===== src/cau_pkg.sv =====
// Package for the complex arithmetic unit: operation classes, status codes,
// back-end sequencer states and the control struct passed from front to back.
// No dependencies.
package cau_pkg;

	// Opcodes as they arrive on the opcode port
	localparam logic [2:0] OPC_ADD = 3'd0;
	localparam logic [2:0] OPC_SUB = 3'd1;
	localparam logic [2:0] OPC_MUL = 3'd2;
	localparam logic [2:0] OPC_DIV = 3'd3;
	localparam logic [2:0] OPC_CMP = 3'd4;

	// Status codes
	localparam logic [1:0] ST_OK   = 2'd0;
	localparam logic [1:0] ST_DIV0 = 2'd1;
	localparam logic [1:0] ST_SAT  = 2'd2;

	typedef enum logic [2:0] {
		CLS_ADD,
		CLS_SUB,
		CLS_MUL,
		CLS_DIV,
		CLS_CMP,
		CLS_NOP
	} op_class_t;

	typedef struct packed {
		op_class_t cls;
		logic      div_zero;
	} item_ctrl_t;

	typedef enum logic [1:0] {
		BK_IDLE,
		BK_PROD,
		BK_SUMS,
		BK_DIV
	} back_state_t;

endpackage


===== src/cau_front.sv =====
// Front end: accepts items, classifies the opcode, flags a zero divisor and
// queues the item for the back end. Depends on cau_pkg.
module cau_front #(
	parameter int W = 32
) (
	input  logic                 clk,
	input  logic                 arst_n,
	input  logic                 start,
	output logic                 busy,
	input  logic [2:0]           opcode,
	input  logic signed [W-1:0]  lhs_real,
	input  logic signed [W-1:0]  lhs_imag,
	input  logic signed [W-1:0]  rhs_real,
	input  logic signed [W-1:0]  rhs_imag,
	input  logic                 pop,
	output logic                 head_valid,
	output cau_pkg::item_ctrl_t  head_ctrl,
	output logic signed [W-1:0]  head_a,
	output logic signed [W-1:0]  head_b,
	output logic signed [W-1:0]  head_c,
	output logic signed [W-1:0]  head_d
);
	import cau_pkg::*;

	localparam int DEPTH = 4;
	localparam int PW    = $clog2(DEPTH);

	item_ctrl_t             ctrl_q [DEPTH];
	logic signed [W-1:0]    a_q [DEPTH];
	logic signed [W-1:0]    b_q [DEPTH];
	logic signed [W-1:0]    c_q [DEPTH];
	logic signed [W-1:0]    d_q [DEPTH];
	logic [PW-1:0]          wr_ptr_q;
	logic [PW-1:0]          rd_ptr_q;
	logic [PW:0]            count_q;
	item_ctrl_t             in_ctrl;
	logic                   push;
	logic                   do_pop;

	// Classify the incoming item
	always_comb begin
		case (opcode)
			OPC_ADD: in_ctrl.cls = CLS_ADD;
			OPC_SUB: in_ctrl.cls = CLS_SUB;
			OPC_MUL: in_ctrl.cls = CLS_MUL;
			OPC_DIV: in_ctrl.cls = CLS_DIV;
			OPC_CMP: in_ctrl.cls = CLS_CMP;
			default: in_ctrl.cls = CLS_NOP;
		endcase
		in_ctrl.div_zero = (rhs_real == '0) && (rhs_imag == '0);
	end

	assign busy       = (count_q == (PW+1)'(DEPTH));
	assign push       = start && !busy;
	assign head_valid = (count_q != '0);
	assign do_pop     = pop && head_valid;

	// Queue storage
	always_ff @(posedge clk) begin
		if (push) begin
			ctrl_q[wr_ptr_q] <= in_ctrl;
			a_q[wr_ptr_q]    <= lhs_real;
			b_q[wr_ptr_q]    <= lhs_imag;
			c_q[wr_ptr_q]    <= rhs_real;
			d_q[wr_ptr_q]    <= rhs_imag;
		end
	end

	// Queue pointers and fill count
	always_ff @(posedge clk or negedge arst_n) begin
		if (!arst_n) begin
			wr_ptr_q <= '0;
			rd_ptr_q <= '0;
			count_q  <= '0;
		end else begin
			if (push)
				wr_ptr_q <= wr_ptr_q + PW'(1);
			if (do_pop)
				rd_ptr_q <= rd_ptr_q + PW'(1);
			if (push && !do_pop)
				count_q <= count_q + (PW+1)'(1);
			else if (do_pop && !push)
				count_q <= count_q - (PW+1)'(1);
		end
	end

	assign head_ctrl = ctrl_q[rd_ptr_q];
	assign head_a    = a_q[rd_ptr_q];
	assign head_b    = b_q[rd_ptr_q];
	assign head_c    = c_q[rd_ptr_q];
	assign head_d    = d_q[rd_ptr_q];

endmodule


===== config.mk =====
export PLATFORM = sky130hd
export DESIGN_NAME = cau_front
export DESIGN_NICKNAME = d
export VERILOG_FILES = /design/src/cau_pkg.sv /design/src/cau_front.sv
export SDC_FILE = /design/constraint.sdc
export NUM_CORES = 1
export LEC_CHECK = 0
export CAP_MARGIN = 20
export CORE_MARGIN = 2
export CORE_UTILIZATION = 67
export CTS_BUF_LIST = sky130_fd_sc_hd__clkbuf_4 sky130_fd_sc_hd__clkbuf_8 sky130_fd_sc_hd__clkbuf_16
export CTS_CLUSTER_SIZE = 10
export DETAILED_ROUTE_END_ITERATION = 8
export DONT_BUFFER_PORTS = 1
export PLACE_DENSITY = 0.92
export SLEW_MARGIN = 30
export SYNTH_ARGS = -nofsm -noshare
export SYNTH_HDL_FRONTEND = slang
export SYNTH_SLANG_ARGS = --single-unit

===== constraint.sdc =====
create_clock -name clk -period 7.66 [get_ports clk]
set_clock_uncertainty 0.1 [all_clocks]
set_input_delay 1.532 -clock clk [delete_from_list [all_inputs] [get_ports clk]]
set_output_delay 1.532 -clock clk [all_outputs]
set_load 0.02 [all_outputs]

==> After elaboration in Yosys (flattened, before gate mapping) <==
Memory sizes are Yosys's and may differ from the RTL's.
Index checks and enable logic that the tools add are counted.
{ "word_totals": {"ff_bits": 7, "mem_bits_rw": 528, "inputBits": 135, "output_inout_bits": 134, "wordCells": 35, "mem_count": 5} }
{ "mem_list": {"columns": ["memory", "words", "width", "read_ports", "rd_clocked_by_memory_dff", "wr", "line_no", "source"], "rows": [
  ["a_q", 4, 32, 1, 0, 1, "cau_front.sv:29", "logic signed [W-1:0] a_q [DEPTH];"],
  ["b_q", 4, 32, 1, 0, 1, "cau_front.sv:30", "logic signed [W-1:0] b_q [DEPTH];"],
  ["c_q", 4, 32, 1, 0, 1, "cau_front.sv:31", "logic signed [W-1:0] c_q [DEPTH];"],
  ["d_q", 4, 32, 1, 0, 1, "cau_front.sv:32", "logic signed [W-1:0] d_q [DEPTH];"],
  ["ctrl_q", 4, 4, 1, 0, 1, "cau_front.sv:28", "item_ctrl_t ctrl_q [DEPTH];"]
]} }
{ "op_classes": {"n_addsub": 4, "eq_ne": 5, "mux": 5, "n_reduce_logical": 13} }
{ "ops": {"columns": ["op", "count"], "rows": [
  ["logical NOT 32 bit", 2],
  ["case mux 3 bit (5 select lines)", 1],
  ["== test 3 x 2 -> 1 bit (second input constant)", 2],
  ["== test 3 bit (second input constant)", 2],
  ["2-to-1 mux 3 bit", 2],
  ["logical AND 1 bit", 5],
  ["adder 2 x 1 -> 2 bit (second input constant)", 2],
  ["adder 3 x 1 -> 3 bit (second input constant)", 1],
  ["== test 3 x 1 -> 1 bit (second input constant)", 1],
  ["logical NOT 1 bit", 3],
  ["logical NOT 3 bit", 1],
  ["nonzero test 3 bit", 1],
  ["subtractor 3 x 1 -> 3 bit (second input constant)", 1],
  ["2-to-1 mux 1 bit", 2],
  ["nonzero test 2 bit", 1]
]} }

==> Depth between registers and ports, before layout <==
{ "logic_depth": {"ltp_word": 7, "mapped_depth": 9, "ltp_nobuf": 8} }

==> Worst setup path after synthesis <==
Ideal clock, no wire load.
{ "synth_timing": {"path_kind": "input -> register", "start": "in start", "end": "mem a_q[0][0] (enable)", "setup_time_ps": 507, "t_arrival_ps": 4843, "t_required_ps": 7053, "path_slack_ps": 2210, "stages": 3, "n_path_buf": 1, "path_cell_list": "nor2b_1 > buf_2 > and2_1"} }
{ "synth_between": {"elab_chain_len": 3} }
{ "synth_lines": {"columns": ["item", "line_no", "source"], "rows": [
  ["start, declared", "cau_front.sv:8", "input logic start,"],
  ["logical AND 1 bit", "cau_front.sv:54", "assign push = start && !busy;"],
  ["named net push", "cau_front.sv:37", "logic push;"],
  ["2-to-1 mux 1 bit", "cau_front.sv:60", "if (push) begin"],
  ["2-to-1 mux 1 bit (not written as such)", "cau_front.sv:62", "a_q[wr_ptr_q] <= lhs_real;"],
  ["end, declared", "cau_front.sv:29", null]
]} }
The timed path passes the listed nets, and every way through them passes these cells.

==> Worst setup path after layout <==
{ "layout_timing": {"start": "reg rd_ptr_q[0]", "end": "out head_c[5]"} }
{ "layout_between": {"elab_chain_len": 1} }
{ "layout_lines": {"columns": ["item", "line_no", "source"], "rows": [
  ["start, declared", "cau_front.sv:34", "logic [PW-1:0] rd_ptr_q;"],
  ["start signal, assigned", "cau_front.sv:79", "rd_ptr_q <= rd_ptr_q + PW'(1);"],
  ["memory (4 x 32 bit)", null, null],
  ["end, declared", "cau_front.sv:20", "output logic signed [W-1:0] head_c,"]
]} }
No other way between the ends.

==> results.py <==
metrics = {
    "run_status": {
        "outcome": "finished clean",
    },
    "layout": {
        "layout-drive-gt1-share_pct": 27.9,
        "multiInputGateArea_um2": 3340,
        "fillers": 1389,
        "post_layout_nonfiller_instances": 1184,
        "seq_area_um2": 16000,
        "antenna_cells": 0,
        "syn_to_final_growth_pct": 10.4,
        "stdcell_area_um2": 21600,
        "fin_nets": 928,
    },
    "clocking": {
        "post_cts_resize_count": 0,
        "cts_max_path_buffers": 3,
        "cts_hold_buf": 0,
        "insertion_delay_ns": 0.56,
        "h-tree-depth": 2,
        "numClockSinks": 535,
        "postCtsSetupBuffers": 0,
        "root_buffer": "clkbuf_16",
        "cts_buffers": 59,
        "path_clk_slew_ns": 0.05,
        "cts_tree": "done",
    },
    "job": {
        "cap_viol_max_count": 0,
    },
    "synth": {
        "seq_area_frac_synth_pct": 81.9,
        "synthCells": 749,
        "ys_types": 23,
        "synth_edf_count": 528,
        "synth_mux_area_share_pct": 15.3,
        "ys.flop_type": "edfxtp_1",
        "synthArstFlopShare_pct": 1.31,
        "ys_ff_latch": 535,
        "yosys_warnings": 0,
        "synth_area_um2": 19600,
        "synth_top_family_by_area": "multiplexers",
        "synth_nets": 890,
        "synth_xor_area_share_pct": 0.268,
        "synth_compound_area_share_pct": 0.0383,
        "yosys.area_share.adder_pct": 0.422,
        "syn_area_per_cell_um2": 26.1,
        "synth-simple-area-share_pct": 0.997,
    },
    "route": {
        "drc": 0,
        "firstDrtPassIters": 6,
        "viasPerCell": 6.97,
        "num_vias": 8252,
        "ant_nets": 0,
        "drtIter0Drc": 1035,
        "drt_wl_total_um": 41500,
        "avgRoutedWirePerCell_um": 35.1,
    },
    "timing": {
        "tns_ns": 0,
        "fin_crit_ns": 4.68,
        "finalHoldViolations": 0,
        "relSlewSlack_pct": 38.7,
        "worstMarginPinSlew_ns": 0.919,
        "fmax_mhz": 214,
        "slew_viol_final": 0,
        "setup_viol": 0,
        "rsz0062_at_grt": "no",
        "finalCritPeriodShare_pct": 61.1,
    },
    "pwr": {
        "power-per-cell-area_nw_per_um2": 420,
        "p_total_uw": 9080,
        "p_leak_uw": 0.00676,
        "irDropWorstVdd_uv": 299,
    },
    "global_route": {
        "grt_pass1_vias": 8960,
        "grtUsageMet2_pct": 46.4,
        "grt_max_degree": 77,
        "antenna_found_initial": 0,
        "grt_busiest_layer": "met2",
        "overflow": 0,
        "grt_use_met1_pct": 35.2,
        "gr-usage-all-layers_pct": 27.9,
        "grt_use_met3_pct": 11.1,
        "grt_pass1_wl_um": 60900,
    },
    "critical_path": {
        "cp_cell_sequence": "buf_12 > buf_4 > mux4_2",
        "worstRegToRegCells": 4,
        "end_kind": "output port",
        "worstSetupStartpointType": "flip-flop",
        "crit_type": "flip-flop to output port",
        "crit_path_max_fanout": 43,
        "cp_data_arrival_time_ns": 3.05,
        "slowest_stage": "dfrtp_4",
        "required_ns": 6.03,
        "critPathMaxStageDelay_ns": 0.73,
    },
    "floorplanning": {
        "dieArea_um2": 30600,
        "io_pins": 269,
        "core_area_um2": 28700,
        "die_w_um": 175,
        "num_rows": 62,
        "dieHeight_um": 175,
        "start_util_pct": 68.2,
    },
    "placement": {
        "detailed_place_hpwl_um": 23200,
        "place_inst": 1108,
        "io_buffers": 0,
        "placed_area_um2": 19900,
        "place_congestion": 0.777,
    },
    "hold_path": {
        "whs_path_depth": 1,
        "hp-class": "flip-flop to flip-flop",
    },
}
==> cell families after synthesis <==
group,Yosys count
buf+inv,35
flops,535
fa+ha+maj,6
compound gates,1
xor+xnor,6
simple gates,32
mux,134
==> critical path: cells and delay by family (launching register included) <==
kind	cells	cell delay [ns]
flops	1	0.73
mux	1	0.72
buf+inv	2	0.99
==> routing by layer <==
| metal | wire length [um] | vias to the layer above |
|---|---|---|
| li1 | - | 3296 |
| met1 | 14300 | 4365 |
| met2 | 21400 | 525 |
| met3 | 4970 | 66 |
| met4 | 850 | 0 |
| met5 | 0 | - |
==> final timing paths <==
check / startpoint / endpoint / slack [ns]
max: rd_ptr_q[0] / head_c[5] / 2.98
min: count_q[2] / count_q[2] / 0.43
max reg2reg: count_q[2] / a_q[1][31] / 4.40
min reg2reg: count_q[2] / count_q[2] / 0.43
max in group asynchronous: arst_n / rd_ptr_q[0] / 6.81
min in group asynchronous: arst_n / wr_ptr_q[1] / 0.56
==> state kept, by name, indices dropped and copies added (netlist names) <==
signal	cells
rd_ptr_q	2
a_q	128
d_q	128
c_q	128
wr_ptr_q	2
count_q	3
b_q	128
ctrl_q	16
==> cell type report <==
type                            count  share of cell area [%]
Sequential cell                   535                    74.2
Multi-Input combinational cell    179                    15.5
Clock buffer                       73                    7.48
Tap cell                          384                    2.22
Timing Repair Buffer                9                   0.550
Inverter                            3                  0.0521
Clock inverter                      1                  0.0347
==> stage by stage <==
stage / setup slack [ns] / hold slack (ns) / util, %
floorplan: 2.21 / 0.347 / -
global placement: 3.38 / 0.367 / 69.4
detailed placement: 3.28 / 0.385 / 69.4
CTS: 2.73 / 0.433 / 75.1
global route: 2.69 / 0.437 / 75.3
finish: 2.98 / 0.432 / 75.3
==> report_power, final <==
| group | internal [uW] | switching, uW |
|---|---|---|
| registers | 3890 | 249 |
| logic | 851 | 1620 |
| clock network | 1450 | 1010 |
| total | 6190 | 2890 |
==> cell usage in the layout, fill, tap and decap left out, types with 3 or more instances in the layout <==
master | netlist | layout
ha_1 | 5 | 5
and2_4 | 0 | 4
xnor2_1 | 4 | 4
clkbuf_4 | 0 | 12
nor4_1 | 17 | 17
nand4_1 | 4 | 4
clkbuf_16 | 0 | 61
dfrtp_1 | 7 | 5
buf_6 | 8 | 5
mux4_2 | 132 | 132
inv_1 | 3 | 3
edfxtp_1 | 528 | 528
==> synth_stat cells, drive strengths merged, types with 3 or more instances <==
master / n / area, um^2
edfxtp: 528 / 15900
mux4: 132 / 2970
buf: 26 / 183
nor4: 17 / 106
dfrtp: 7 / 175
clkbuf: 6 / 22.5
ha: 5 / 62.6
and2: 4 / 25.0
nand4: 4 / 25.0
xnor2: 4 / 35.0
inv: 3 / 11.3
Note: power is estimated with default switching activity, not from simulation.
